## src/hdl/crs_out_buf.sv

```systemverilog
// Two-entry output buffer (output register plus skid register) for result items.
// Generic payload width; no package dependencies.
`timescale 1ns / 1ps
`default_nettype none

module crs_out_buf #(
  parameter int WIDTH = 8
) (
  input  wire logic             clk_i,
  input  wire logic             rst_ni,
  input  wire logic             in_valid_i,
  output logic                  in_ready_o,
  input  wire logic [WIDTH-1:0] in_data_i,
  output logic                  out_valid_o,
  input  wire logic             out_ready_i,
  output logic      [WIDTH-1:0] out_data_o
);

  logic             main_v_q, skid_v_q;
  logic [WIDTH-1:0] main_q, skid_q;
  logic             in_fire, out_free;

  // Accept while the skid slot is free, so a stalled result never blocks one more item.
  assign in_ready_o = !skid_v_q;
  assign in_fire    = in_valid_i && !skid_v_q;
  assign out_free   = !main_v_q || out_ready_i;

  always_ff @(posedge clk_i or negedge rst_ni) begin
    if (!rst_ni) begin
      main_v_q <= 1'b0;
      skid_v_q <= 1'b0;
    end else if (out_free) begin
      if (skid_v_q) begin
        main_v_q <= 1'b1;
        skid_v_q <= 1'b0;
      end else begin
        main_v_q <= in_fire;
      end
    end else if (in_fire) begin
      skid_v_q <= 1'b1;
    end
  end

  always_ff @(posedge clk_i) begin
    if (out_free) begin
      if (skid_v_q) begin
        main_q <= skid_q;
      end else if (in_fire) begin
        main_q <= in_data_i;
      end
    end else if (in_fire) begin
      skid_q <= in_data_i;
    end
  end

  assign out_valid_o = main_v_q;
  assign out_data_o  = main_q;

endmodule

`default_nettype wire

```

## config.mk

```make
export PLATFORM = sky130hd
export DESIGN_NAME = crs_out_buf
export DESIGN_NICKNAME = d
export VERILOG_FILES = /design/src/hdl/crs_out_buf.sv
export SDC_FILE = /design/constraint.sdc
export NUM_CORES = 1
export LEC_CHECK = 0
export BUFFER_PORTS_ARGS = -buffer_cell sky130_fd_sc_hd__buf_2
export CAP_MARGIN = 20
export CORE_MARGIN = 1
export CORE_UTILIZATION = 50
export CTS_BUF_LIST = sky130_fd_sc_hd__clkbuf_4 sky130_fd_sc_hd__clkbuf_8
export DETAILED_ROUTE_END_ITERATION = 8
export PLACE_DENSITY = 0.79
export SLEW_MARGIN = 20
export SYNTH_ARGS = -nofsm -noshare
export SYNTH_HDL_FRONTEND = slang
export SYNTH_SLANG_ARGS = --single-unit
```

## constraint.sdc

```tcl
create_clock -name clk_i -period 2.7 [get_ports clk_i]
set_input_delay 0.135 -clock clk_i [delete_from_list [all_inputs] [get_ports clk_i]]
set_output_delay 0.135 -clock clk_i [all_outputs]
set_load 0.01 [all_outputs]
```

==> metrics, run 1 <==
Distinct cells, synth=10; total grt overflow=0; clock root cell=clkbuf_4; final setup vio count=0; Inserted Clock Buffers=3; CP Capture Type=register; Worst-Skew Late Latency=280 ps; routability congestion estimate from global placement=0.674; H-tree depth=1; status=complete, no violations; gr usage total=0.156; max_cap viols=0; pin count of the biggest net entering global routing=12; Clock transition at path regs=100 ps; antenna viol nets, final=0; RSZ-0062 raised after global routing=no; final hold violation count=0; final core occ=0.656; die height=39.3 um; CTS tree=done; Starting DRT DRC Count=3; Syn. warnings=0; Core Rows=13; post-synth top area share=0.689; first-pass GRT wire length=1500 um; layout cells sized above 1=0.550; Slew headroom=0.531; synth top area cells=edfxtp_1 (69%), mux2_4 (17%), dfrtp_1 (7.2%); Net Count, Synth=46; crit path max fanout=11; Final Instance Area=853 um^2; Pleak=0.355 nW; post-DR vias/cell=4.69; worst vdd ir=0.439 mV; Top Ports=22; register area share after synthesis=0.761; Yosys top cell by area=edfxtp_1; CP arrival=1700 ps; DRT Pass-1 Iters=4; mux share of post-synthesis cell area=0.172; Final Cycle Share=0.659; Initial Util=0.536; die width=39.3 um; CP Launch Type=register; initial antenna violation count=0; Max stage delay cell, worst path=dfrtp_1; slowest stage delay, CP=680 ps; post-synthesis compound-gate area fraction=0; Wirelength per Cell=12.9 um; most frequent cells in the layout=buf_2 (21), edfxtp_1 (16), mux2_4 (8), clkbuf_4 (3); Antenna Diode Count=0; Slew Limit Fails=0; Simple-Gate Fraction of Synth Area=0.0449; Hold Path Class=in -> reg; Setup Skew=3.28 ps; Post-DP Area=817 um^2; Max Clk Rate=562 MHz; core box area=1300 um^2; Syn Inst Count=34; synthesized area=697 um^2; Post-Synth Adder-Cell Area=0; Area growth syn-to-layout=22.4%; Mapped Avg Cell Area=20.5 um^2; most common cell after layout, fill and taps aside=buf_2; worst slew pin tran=702 ps; #FFs+latches synth=18; nets=73; Detailed Route WL=966 um; crit path kind=reg -> reg; largest family of logic cells by synthesized area=multiplexers; Worst Path Required=2620 ps; Clock Sinks=18; filler instances=96; port bufs=21; total number of vias=352; Sum Neg Setup Slack=0 ps; full die area=1550 um^2; Final Critical Period=1780 ps; worst-path cell chain=nor2_1 > nor2b_1; Synth Area in XOR/XNOR=0; CTS Buffer Depth=2; vias in the first global route=333; Cell Pwr Density=619 nW/um^2; residual DRC count=0
-- per-layer routing --
| layer | vias up | wire length, um | GRT usage |
|---|---|---|---|
| li1 | 180 | - | - |
| met1 | 155 | 455 | 0.191 |
| met2 | 15 | 454 | 0.258 |
| met3 | 2 | 45 | 0.0511 |
| met4 | 0 | 10 | 0.0517 |
| met5 | - | 0 | 0 |
-- repair_timing --
| item | 4_1_cts | 5_1_grt |
|---|---|---|
| endpoints found under the setup margin | 0 | 0 |
| hold endpoints to repair | 2 | 0 |
| buffers inserted | 0 | 0 |
| gates resized for setup | 0 | 0 |
| hold buffers | 1 | 0 |
-- registers in the layout, indices dropped and copies added (netlist names) --
name and count:
out_data_o 8, skid_v_q 1, out_valid_o 1, skid_q 8
-- final cells by class --
type | count | area [um^2] | area share
Tap cell | 15 | 18.8 | 0.0220
Timing Repair Buffer | 23 | 123 | 0.144
Multi-Input combinational cell | 14 | 151 | 0.177
Sequential cell | 18 | 531 | 0.622
Clock inverter | 1 | 3.75 | 0.00440
Inverter | 1 | 3.75 | 0.00440
Clock buffer | 3 | 22.5 | 0.0264
-- worst max-delay path: cells and delay by family, from the launching register on --
| family | cells | cell delay [ps] |
|---|---|---|
| DFF | 1 | 680 |
| and+or+nand+nor | 2 | 740 |
-- where the power goes --
| group | total [mW] | internal, mW | switching, mW |
|---|---|---|---|
| Sequential | 0.335 | 0.325 | 0.00956 |
| Combinational | 0.0615 | 0.0345 | 0.0270 |
| Clock | 0.132 | 0.0535 | 0.0780 |
-- synthesized netlist by cell type, drive strengths merged --
| library cell | n |
|---|---|
| dfrtp | 2 |
| nor3b | 1 |
| mux2 | 8 |
| nor2 | 2 |
| edfxtp | 16 |
| nand2b | 1 |
| inv | 1 |
| nand2 | 1 |
| nor2b | 1 |
| buf | 1 |
-- metrics by stage --
| stage | setup WS [ps] | hold slack, ps | cells | total power [mW] |
|---|---|---|---|---|
| 2_1_floorplan | 1120 | -161 | 34 | 0.377 |
| 3_3_place_gp | 1050 | -78.9 | 70 | 0.400 |
| 3_5_place_dp | 933 | -74.8 | 70 | 0.402 |
| 4_1_cts | 919 | 40.7 | 75 | 0.529 |
| 5_1_grt | 779 | 35.0 | 75 | 0.546 |
| 6_report | 921 | 41.1 | 75 | 0.528 |
-- worst paths after layout --
| kind | from | endpoint | cells after the start | slack (ps) |
|---|---|---|---|---|
| min in group asynchronous | rst_ni | out_valid_o | 2 | 160 |
| hold reg to reg | skid_q[2] | out_data_o[2] | 1 | 560 |
| hold / removal | in_data_i[4] | skid_q[4] | 1 | 40 |
| setup reg to reg | skid_v_q | out_data_o[3] | 2 | 920 |
| max in group asynchronous | rst_ni | skid_v_q | 2 | 2450 |
| setup / recovery | skid_v_q | out_data_o[3] | 2 | 920 |
-- kinds of logic (layout without fill, tap and decap cells) --
kind of cell,after synthesis,count (layout)
flops,18,18
buf+inv,2,28
simple gates,6,6
mux,8,8
No activity file was read; power rests on OpenSTA's default activity.
==> run 2, diff against run 1 <==
CORE_UTILIZATION = 46   (was 50)
PLACE_DENSITY = 0.76   (was 0.79)
clock period = 1.4 ns   (was 2.7 ns; I/O delays follow)
==> run 2 against run 1 <==
Effect of this change: the flow now finishes with violations (negative hold slack); clock power grew 140%; hold slack got worse by 46 ps; first-iteration DRC count down 33%; clock skew hardly changed; largest cell class unchanged; global-route usage grew 3.0 points; register-to-register slack worse by 730 ps; core utilization is 5.8 points higher.
==> metrics, run 2 (synthesis gave the netlist of run 1 again) <==
CP Launch Type=register; max_cap viols=0 (unchanged); sequential power share=0.576 (-0.058); Cell Pwr Density=1150 nW/um^2 (+86%); Net Switching=0.235 mW (+110%); nets=83 (+14%); Final Cycle Share=0.863 (+0.204); crit path max fanout=8 (-3); most frequent cells in the layout=buf_2 (21), edfxtp_1 (16), dlygate4sd3_1 (9), mux2_4 (8); Antenna Diode Count=0 (unchanged); H-tree depth=1 (unchanged); most common cell after layout, fill and taps aside=buf_2; die width=40.9 um (+4.0%); CP arrival=1260 ps (-440 ps); clock share of power=0.284 (+0.035); failing checks=negative hold slack; worst slew pin tran=167 ps (-535 ps); post-cts sizing count=0 (unchanged); pin count of the biggest net entering global routing=11 (-1); Slew headroom=0.888 (+0.357); clock root cell=clkbuf_4; WHS=-4.53 ps (-45.6 ps); slowest stage delay, CP=420 ps (-260 ps); vias in the first global route=397 (+19%); die height=40.9 um (+4.0%); Clock transition at path regs=100 ps (about the same); Top Ports=22 (unchanged); worst-path cell chain=buf_4 > mux2_4; Max Clk Rate=828 MHz (+47%); Slew Limit Fails=0 (unchanged); total number of vias=406 (+15%); antenna viol nets, final=0 (unchanged); first-pass GRT wire length=1890 um (+26%); gr usage total=0.186 (+0.0305); Core Rows=13 (unchanged); initial antenna violation count=0 (unchanged); worst vdd ir=0.745 mV (+70%); dpl cells=72 (+2.9%); Wirelength per Cell=15.1 um (+17%); routability congestion estimate from global placement=0.645 (-4.3%); final setup vio count=0 (unchanged); Worst-Skew Late Latency=290 ps (about the same); Comb power frac=0.139 (+0.023); crit path kind=reg -> reg; Pleak=0.406 nW (+14%); Clock Sinks=18 (unchanged); CP Capture Type=register; Sum Neg Setup Slack=0 ps (unchanged); CTS Buffer Depth=2 (unchanged); Worst Path Required=1450 ps (-1170 ps); post-DR vias/cell=4.78 (+1.8%); core box area=1350 um^2 (+3.7%); total grt overflow=0 (unchanged); Setup Skew=3.66 ps (+0.386 ps); full die area=1670 um^2 (+8.2%); port bufs=21 (unchanged); Hold Path Class=in -> reg; Starting DRT DRC Count=2 (-1); final hold violation count=1 (+1); Inserted Clock Buffers=3 (unchanged); Final Critical Period=1210 ps (-571 ps); Net Sw Frac=0.212 (-0.00495); Max stage delay cell, worst path=dfrtp_1; Finished Layout Cells=85 (+13%); cell-internal power=0.874 mW (+110%); filler instances=77 (-20%); DRT Pass-1 Iters=2 (-2); status=finished, violations left; RSZ-0062 raised after global routing=no; residual DRC count=0 (unchanged); CTS tree=done; post-CTS setup buffers=0 (unchanged); Area growth syn-to-layout=38.2%; Initial Util=0.516 (-0.0194); layout cells sized above 1=0.529 (-0.0214); Detailed Route WL=1280 um (+33%)
==> run 2: changes by cell type in the layout (fill, tap and decap cells not counted), sizes merged <==
cell and change:
buf +2, clkinv -1, dlygate4sd3 +8, clkbuf +1
==> run 2: worst max-delay path: cells and delay by family, from the launching register on <==
kind,cells,cell delay [ps]
buffers and inverters,1,230
flip-flops,1,420
multiplexers,1,320
==> run 2: worst paths after layout <==
path,endpoint,from,slack [ps],cells past startpoint
setup / recovery,out_data_o[4],skid_v_q,190,2
hold / removal,out_valid_o,in_valid_i,-5,3
setup reg to reg,out_data_o[4],skid_v_q,190,2
hold reg to reg,out_data_o[0],skid_q[0],570,1
max in group asynchronous,out_valid_o,rst_ni,1230,2
min in group asynchronous,skid_v_q,rst_ni,80,2
==> run 2: power groups by stage <==
| stage | sequential (mW) | clock, mW | combinational, mW |
|---|---|---|---|
| 6_report | 0.639 | 0.315 | 0.155 |
| 5_1_grt | 0.642 | 0.346 | 0.168 |
| 4_1_cts | 0.639 | 0.318 | 0.155 |
| 3_5_place_dp | 0.651 | 0 | 0.135 |
| 3_3_place_gp | 0.648 | 0 | 0.130 |
| 2_1_floorplan | 0.661 | 0 | 0.0680 |
==> run 2: timing repair <==
action / 4_1_cts / 5_1_grt
hold endpoints to repair: 10 / 0
setup endpoints to repair: 0 / 0
hold buffers: 9 / 0
==> run 2: per-stage QoR <==
step	power, mW	util	setup WS [ps]	instance area (um^2)
CTS	1.11	0.714	191	963
finish	1.11	0.714	192	963
global placement	0.778	0.620	249	837
global route	1.16	0.714	156	963
detailed placement	0.786	0.620	197	837
floorplan	0.729	-	45.9	702
==> run 2: layout make-up <==
cell class,instances,area [um^2],share of cell area
Multi-Input combinational cell,14,156,0.162
Clock buffer,4,36.3,0.0377
Timing Repair Buffer,33,218,0.226
Sequential cell,18,531,0.551
Inverter,1,3.75,0.00390
Tap cell,15,18.8,0.0195
==> run 2: metal layers <==
layer	wire (um)	track usage	vias up
met4	0	0.0500	0
met5	0	0	-
met1	584	0.270	196
met2	642	0.277	12
met3	56	0.0489	0
li1	-	-	198
